<file path="src/hw/rtl/detection_query_decoder_assert.svh">
// Assertion macros used by the detection query decoder controller.
`ifndef DETECTION_QUERY_DECODER_ASSERT_SVH
`define DETECTION_QUERY_DECODER_ASSERT_SVH

// Implication checked on every clock edge outside reset.
`define DQD_ASSERT_IMPL(label, ante, cons) \
    label: assert property (@(posedge clk) disable iff (!rst_n) (ante) |-> (cons)) \
        else $error("assertion failed");

// Next-cycle implication checked outside reset.
`define DQD_ASSERT_NEXT(label, ante, cons) \
    label: assert property (@(posedge clk) disable iff (!rst_n) (ante) |=> (cons)) \
        else $error("assertion failed");

`endif

</file>
<file path="src/hw/rtl/dqd_pkg.sv">
`timescale 1ns / 1ps
package dqd_pkg;

    localparam int unsigned LOGIT_W = 16;
    localparam int unsigned SUM_W   = 32;
    localparam int unsigned POS_W   = 9;
    localparam int unsigned DIV_W   = 6;
    localparam logic [SUM_W-1:0] SUM_ONE = 32'd65536;
    localparam logic [POS_W-1:0] POS_SAT = 9'd511;

    localparam logic [1:0] REG_THRESHOLD = 2'd0;
    localparam logic [1:0] REG_CLASSES   = 2'd1;
    localparam logic [1:0] REG_WIDTH     = 2'd2;
    localparam logic [1:0] REG_HEIGHT    = 2'd3;

    typedef enum logic [2:0] {
        ST_IDLE,
        ST_UPDATE,
        ST_START,
        ST_DIVIDE,
        ST_BOX,
        ST_EMIT
    } dqd_state_t;

    // Commands from the controller to the datapath.
    typedef struct packed {
        logic capture;
        logic update;
        logic div_start;
        logic div_step;
        logic box;
        logic clear;
    } dqd_cmd_t;

    // Status from the datapath to the controller.
    typedef struct packed {
        logic is_last;
        logic div_done;
        logic pass;
    } dqd_status_t;

endpackage

</file>
<file path="src/hw/rtl/dqd_ctrl.sv">
`timescale 1ns / 1ps
`include "detection_query_decoder_assert.svh"
module dqd_ctrl (
    input  logic                 clk,
    input  logic                 rst_n,
    input  logic                 in_valid,
    output logic                 in_stall,
    output logic                 out_valid,
    input  logic                 out_stall,
    output dqd_pkg::dqd_cmd_t    cmd,
    input  dqd_pkg::dqd_status_t status
);
    import dqd_pkg::*;

    dqd_state_t state_reg, state_next;

    always_ff @(posedge clk or negedge rst_n) begin
        if (!rst_n) begin
            state_reg <= ST_IDLE;
        end else begin
            state_reg <= state_next;
        end
    end

    always_comb begin
        state_next = state_reg;
        cmd        = '0;
        in_stall   = 1'b1;
        out_valid  = 1'b0;
        case (state_reg)
            ST_IDLE: begin
                in_stall = 1'b0;
                if (in_valid) begin
                    cmd.capture = 1'b1;
                    state_next  = ST_UPDATE;
                end
            end
            ST_UPDATE: begin
                cmd.update = 1'b1;
                if (status.is_last) begin
                    state_next = ST_START;
                end else begin
                    state_next = ST_IDLE;
                end
            end
            // The divider loads only after the last logit has entered the sum.
            ST_START: begin
                cmd.div_start = 1'b1;
                state_next    = ST_DIVIDE;
            end
            ST_DIVIDE: begin
                cmd.div_step = 1'b1;
                if (status.div_done) begin
                    state_next = ST_BOX;
                end
            end
            ST_BOX: begin
                cmd.box   = 1'b1;
                cmd.clear = 1'b1;
                state_next = status.pass ? ST_EMIT : ST_IDLE;
            end
            ST_EMIT: begin
                out_valid = 1'b1;
                if (!out_stall) begin
                    state_next = ST_IDLE;
                end
            end
            default: begin
                state_next = ST_IDLE;
            end
        endcase
    end

    `DQD_ASSERT_IMPL(a_out_only_emit, out_valid, state_reg == ST_EMIT)
    `DQD_ASSERT_NEXT(a_capture_update, cmd.capture, state_reg == ST_UPDATE)
    `DQD_ASSERT_IMPL(a_no_take_busy, !in_stall, state_reg == ST_IDLE)

endmodule

</file>
<file path="config.mk">
export PLATFORM = sky130hd
export DESIGN_NAME = dqd_ctrl
export DESIGN_NICKNAME = d
export VERILOG_FILES = /design/src/hw/rtl/dqd_pkg.sv /design/src/hw/rtl/dqd_ctrl.sv
export VERILOG_INCLUDE_DIRS = /design/src /design/src/hw/rtl
export SDC_FILE = /design/constraint.sdc
export NUM_CORES = 1
export LEC_CHECK = 0
export ABC_AREA = 0
export BUFFER_PORTS_ARGS = -buffer_cell sky130_fd_sc_hd__buf_2
export CAP_MARGIN = 25
export CORE_AREA = 2 2 39 41
export DETAILED_ROUTE_END_ITERATION = 8
export DIE_AREA = 0 0 41 43
export PLACE_DENSITY = 0.45
export SLEW_MARGIN = 10
export SYNTH_ARGS = -nofsm -noshare
export SYNTH_HDL_FRONTEND = slang
export SYNTH_SLANG_ARGS = --single-unit
</file>
<file path="constraint.sdc">
create_clock -name clk -period 2 [get_ports clk]
set_clock_uncertainty 0.2 [all_clocks]
set_input_delay 0.1 -clock clk [delete_from_list [all_inputs] [get_ports clk]]
set_output_delay 0.1 -clock clk [all_outputs]
set_load 0.005 [all_outputs]
</file>
==> results.sh <==
export IMPL_synth_top_area_frac=0.278
export IMPL_area_growth_synth_to_final_pct=41.2
export IMPL_path_class="register to primary output"
export IMPL_cellPowerDensity_nw_per_um2=1350
export IMPL_clock_path_buffers=2
export IMPL_critical_path_slowest_cell="sky130_fd_sc_hd__or3_2"
export IMPL_fmax_ghz=0.586
export IMPL_seq_power_share=0.330
export IMPL_synth_nets=36
export IMPL_grt_pass1_wl_um=834
export IMPL_relative_contribution_of_the_clock_network_to_total_power=0.200
export IMPL_final_weighted_congestion_in_routability_driven_placement=0.648
export IMPL_largest_register_ff_count=3
export IMPL_dr_max_layer_used="met3"
export IMPL_met2WireLength_um=269
export IMPL_power_leakage_nw=0.198
export IMPL_post_synth_edffs=0
export IMPL_power_net_switching_mw=0.199
export IMPL_via_per_inst=4.29
export IMPL_setup_violations=0
export IMPL_syn_avg_cell_area_um2=9.32
export IMPL_finalCriticalPeriod_ns=1.71
export IMPL_placement_rows=14
export IMPL_pwr_share_comb=0.469
export IMPL_clk_latency_ns=0.23
export IMPL_starting_density_of_the_core=0.195
export IMPL_final_antenna_net_count=0
export IMPL_routed_wirelength_um=563
export IMPL_route_layer_met1_wl_um=244
export IMPL_crit_fanout=10
export IMPL_ratio_of_cells_with_drive_above_1_in_the_final_layout=0.478
export IMPL_drt_pass1_iter_count=1
export IMPL_holdCritPathClass="primary input to register"
export IMPL_pin_count_of_the_biggest_net_entering_global_routing=14
export IMPL_tritoncts_num_buffers=3
export IMPL_cellInternalPower_mw=0.317
export IMPL_dr_wl_met3_um=49
export IMPL_number_of_hold_violations_in_the_final_report=0
export IMPL_io_buffer_count=14
export IMPL_actual_transition_at_the_worst_max_transition_pin_ns=0.366
export IMPL_cts_root_buf="sky130_fd_sc_hd__clkbuf_4"
export IMPL_post_layout_total_power_mw=0.516
export IMPL_maxCapViolations=0
export IMPL_antenna_violations_before_repair=0
export IMPL_htree_levels=1
export IMPL_max_vdd_ir_drop_mv=0.330
export IMPL_slew_viol_final=0
export IMPL_postCtsResizedCells=0
export IMPL_synthDominantAreaCellType="sky130_fd_sc_hd__dfrtp_1"
export IMPL_sw_frac_of_total=0.386
export IMPL_async_sr_flop_fraction=1.00
export IMPL_detailed_place_hpwl_um=431
export IMPL_setup_tns_ns=0
export IMPL_clock_tree_from_tritoncts="done"
export IMPL_grt_ovfl_total=0
export IMPL_chipHeight_um=43
export IMPL_design_portCount=15
export IMPL_die_width_um=41
export IMPL_relSlewSlack=0.756
export IMPL_post_route_period_util=0.853
export IMPL_grt_pass1_vias=212
export IMPL_wl_per_cell_um=9.08
export IMPL_netlist_instances=29
export IMPL_clock_sinks=3
export IMPL_drtIter0Drc=0
export IMPL_synth_ff_latch_count=3
export IMPL_final_net_count=54
export IMPL_synthDistinctLibCells=22
export IMPL_core_region_area_um2=1380
export IMPL_grt_util_overall=0.0716
export IMPL_setup_repair_after_global_routing_missed_its_margin="no"
export IMPL_num_vias=266
export IMPL_design_die_area_um2=1760
export IMPL_run_status="finished clean"
export IMPL_netlist_top_cells_count="sky130_fd_sc_hd__dfrtp_1, sky130_fd_sc_hd__nor2_1, sky130_fd_sc_hd__a21oi_1, sky130_fd_sc_hd__buf_6, sky130_fd_sc_hd__inv_1"
export IMPL_cp_arrival_ns=1.41
export IMPL_netlist_area_um2=270
export IMPL_yosysSeqAreaShare=0.278
export IMPL_antenna_diode_count=0
export IMPL_synthesis_yosys_warnings=0
export IMPL_worst_setup_hold_path_clk_slew_ns=0.04
export IMPL_synth_top_cells_by_area="sky130_fd_sc_hd__dfrtp_1, sky130_fd_sc_hd__buf_6, sky130_fd_sc_hd__mux2_4, sky130_fd_sc_hd__and4bb_1, sky130_fd_sc_hd__nor4_2"
export IMPL_required_ns=1.70
export IMPL_n_fill_cell=159
export IMPL_startpoint_type="register"
export IMPL_cp_slowest_stage_delay_ns=0.51
export IMPL_drcViolationCount=0
export IMPL_endpoint_kind="primary output"
export IMPL_dominantRegCellSynth="sky130_fd_sc_hd__dfrtp_1"
export IMPL_worstPathCellList="or3_2 > nor2_1 > buf_2"
critical path: cells and delay by family (launching register included):
| family | cells | cell delay, ns |
|---|---|---|
| buf+inv | 1 | 0.11 |
| flops | 1 | 0.47 |
| simple gates | 2 | 0.60 |
power by group through the flow:
stage	clock [mW]	combinational, mW	sequential, mW
after floorplan	0	0.262	0.108
after global placement	0	0.241	0.172
after detailed placement	0	0.241	0.173
after CTS	0.107	0.247	0.172
after global routing	0.112	0.272	0.184
final	0.103	0.242	0.170
cells in the final DEF, fill, tap and decap left out, types with 2 or more instances in the layout:
cell type	Yosys	layout
sky130_fd_sc_hd__inv_1	2	2
sky130_fd_sc_hd__dfrtp_1	3	3
sky130_fd_sc_hd__a21oi_1	2	2
sky130_fd_sc_hd__dlygate4sd3_1	0	3
sky130_fd_sc_hd__buf_2	1	14
sky130_fd_sc_hd__clkbuf_4	0	3
sky130_fd_sc_hd__nor2_1	3	3
layout make-up:
type,count,area (µm²),area share
multi-input combinational,20,153,0.400
timing repair buffer,17,100,0.262
sequential,3,75.1,0.197
clock buffer,4,26.3,0.0689
tap,16,20.0,0.0525
inverter,2,7.51,0.0197
per-layer routing:
| metal | GRT usage | vias to the layer above |
|---|---|---|
| met3 | 0 | 0 |
| li1 | - | 135 |
| met1 | 0.0879 | 119 |
| met4 | 0.0600 | 0 |
| met2 | 0.109 | 12 |
| met5 | 0 | - |
what timing repair did:
| action | CTS | global route |
|---|---|---|
| hold buffers | 3 | 0 |
| buffers inserted | 0 | 0 |
| hold endpoints to repair | 5 | 0 |
| setup endpoints to repair | 0 | 0 |
path summary, 6_finish.rpt:
| check | slack (ns) | cells past startpoint | endpoint | startpoint |
|---|---|---|---|---|
| worst max-delay path | 0.29 | 3 | cmd[5] | state_reg[2] |
| worst min-delay path | 0.02 | 3 | state_reg[1] | status[2] |
| worst max register to register | 0.42 | 3 | state_reg[0] | state_reg[0] |
| worst min register to register | 0.43 | 1 | state_reg[1] | state_reg[2] |
| max in group asynchronous | 0.92 | 3 | state_reg[1] | rst_n |
| min in group asynchronous | 0.53 | 3 | state_reg[2] | rst_n |
per-stage QoR:
| step | cells | instance area [µm²] | hold WS, ns | utilization | setup slack, ns |
|---|---|---|---|---|---|
| finish | 62 | 382 | 0.0182 | 0.276 | 0.293 |
| global route | 62 | 382 | 0.0472 | 0.276 | 0.189 |
| CTS | 62 | 382 | 0.0162 | 0.276 | 0.279 |
| detailed placement | 55 | 325 | -0.303 | 0.235 | 0.410 |
| global placement | 55 | 325 | -0.301 | 0.235 | 0.433 |
| floorplan | 29 | 270 | -0.396 | - | 0.497 |
cells by family after synthesis:
kind of cell | count (synthesis) | synth area share
simple gates | 14 | 0.384
buf+inv | 6 | 0.157
compound gates | 4 | 0.0880
flops | 3 | 0.278
mux | 2 | 0.0926
No activity file was read; power rests on OpenSTA's default activity.
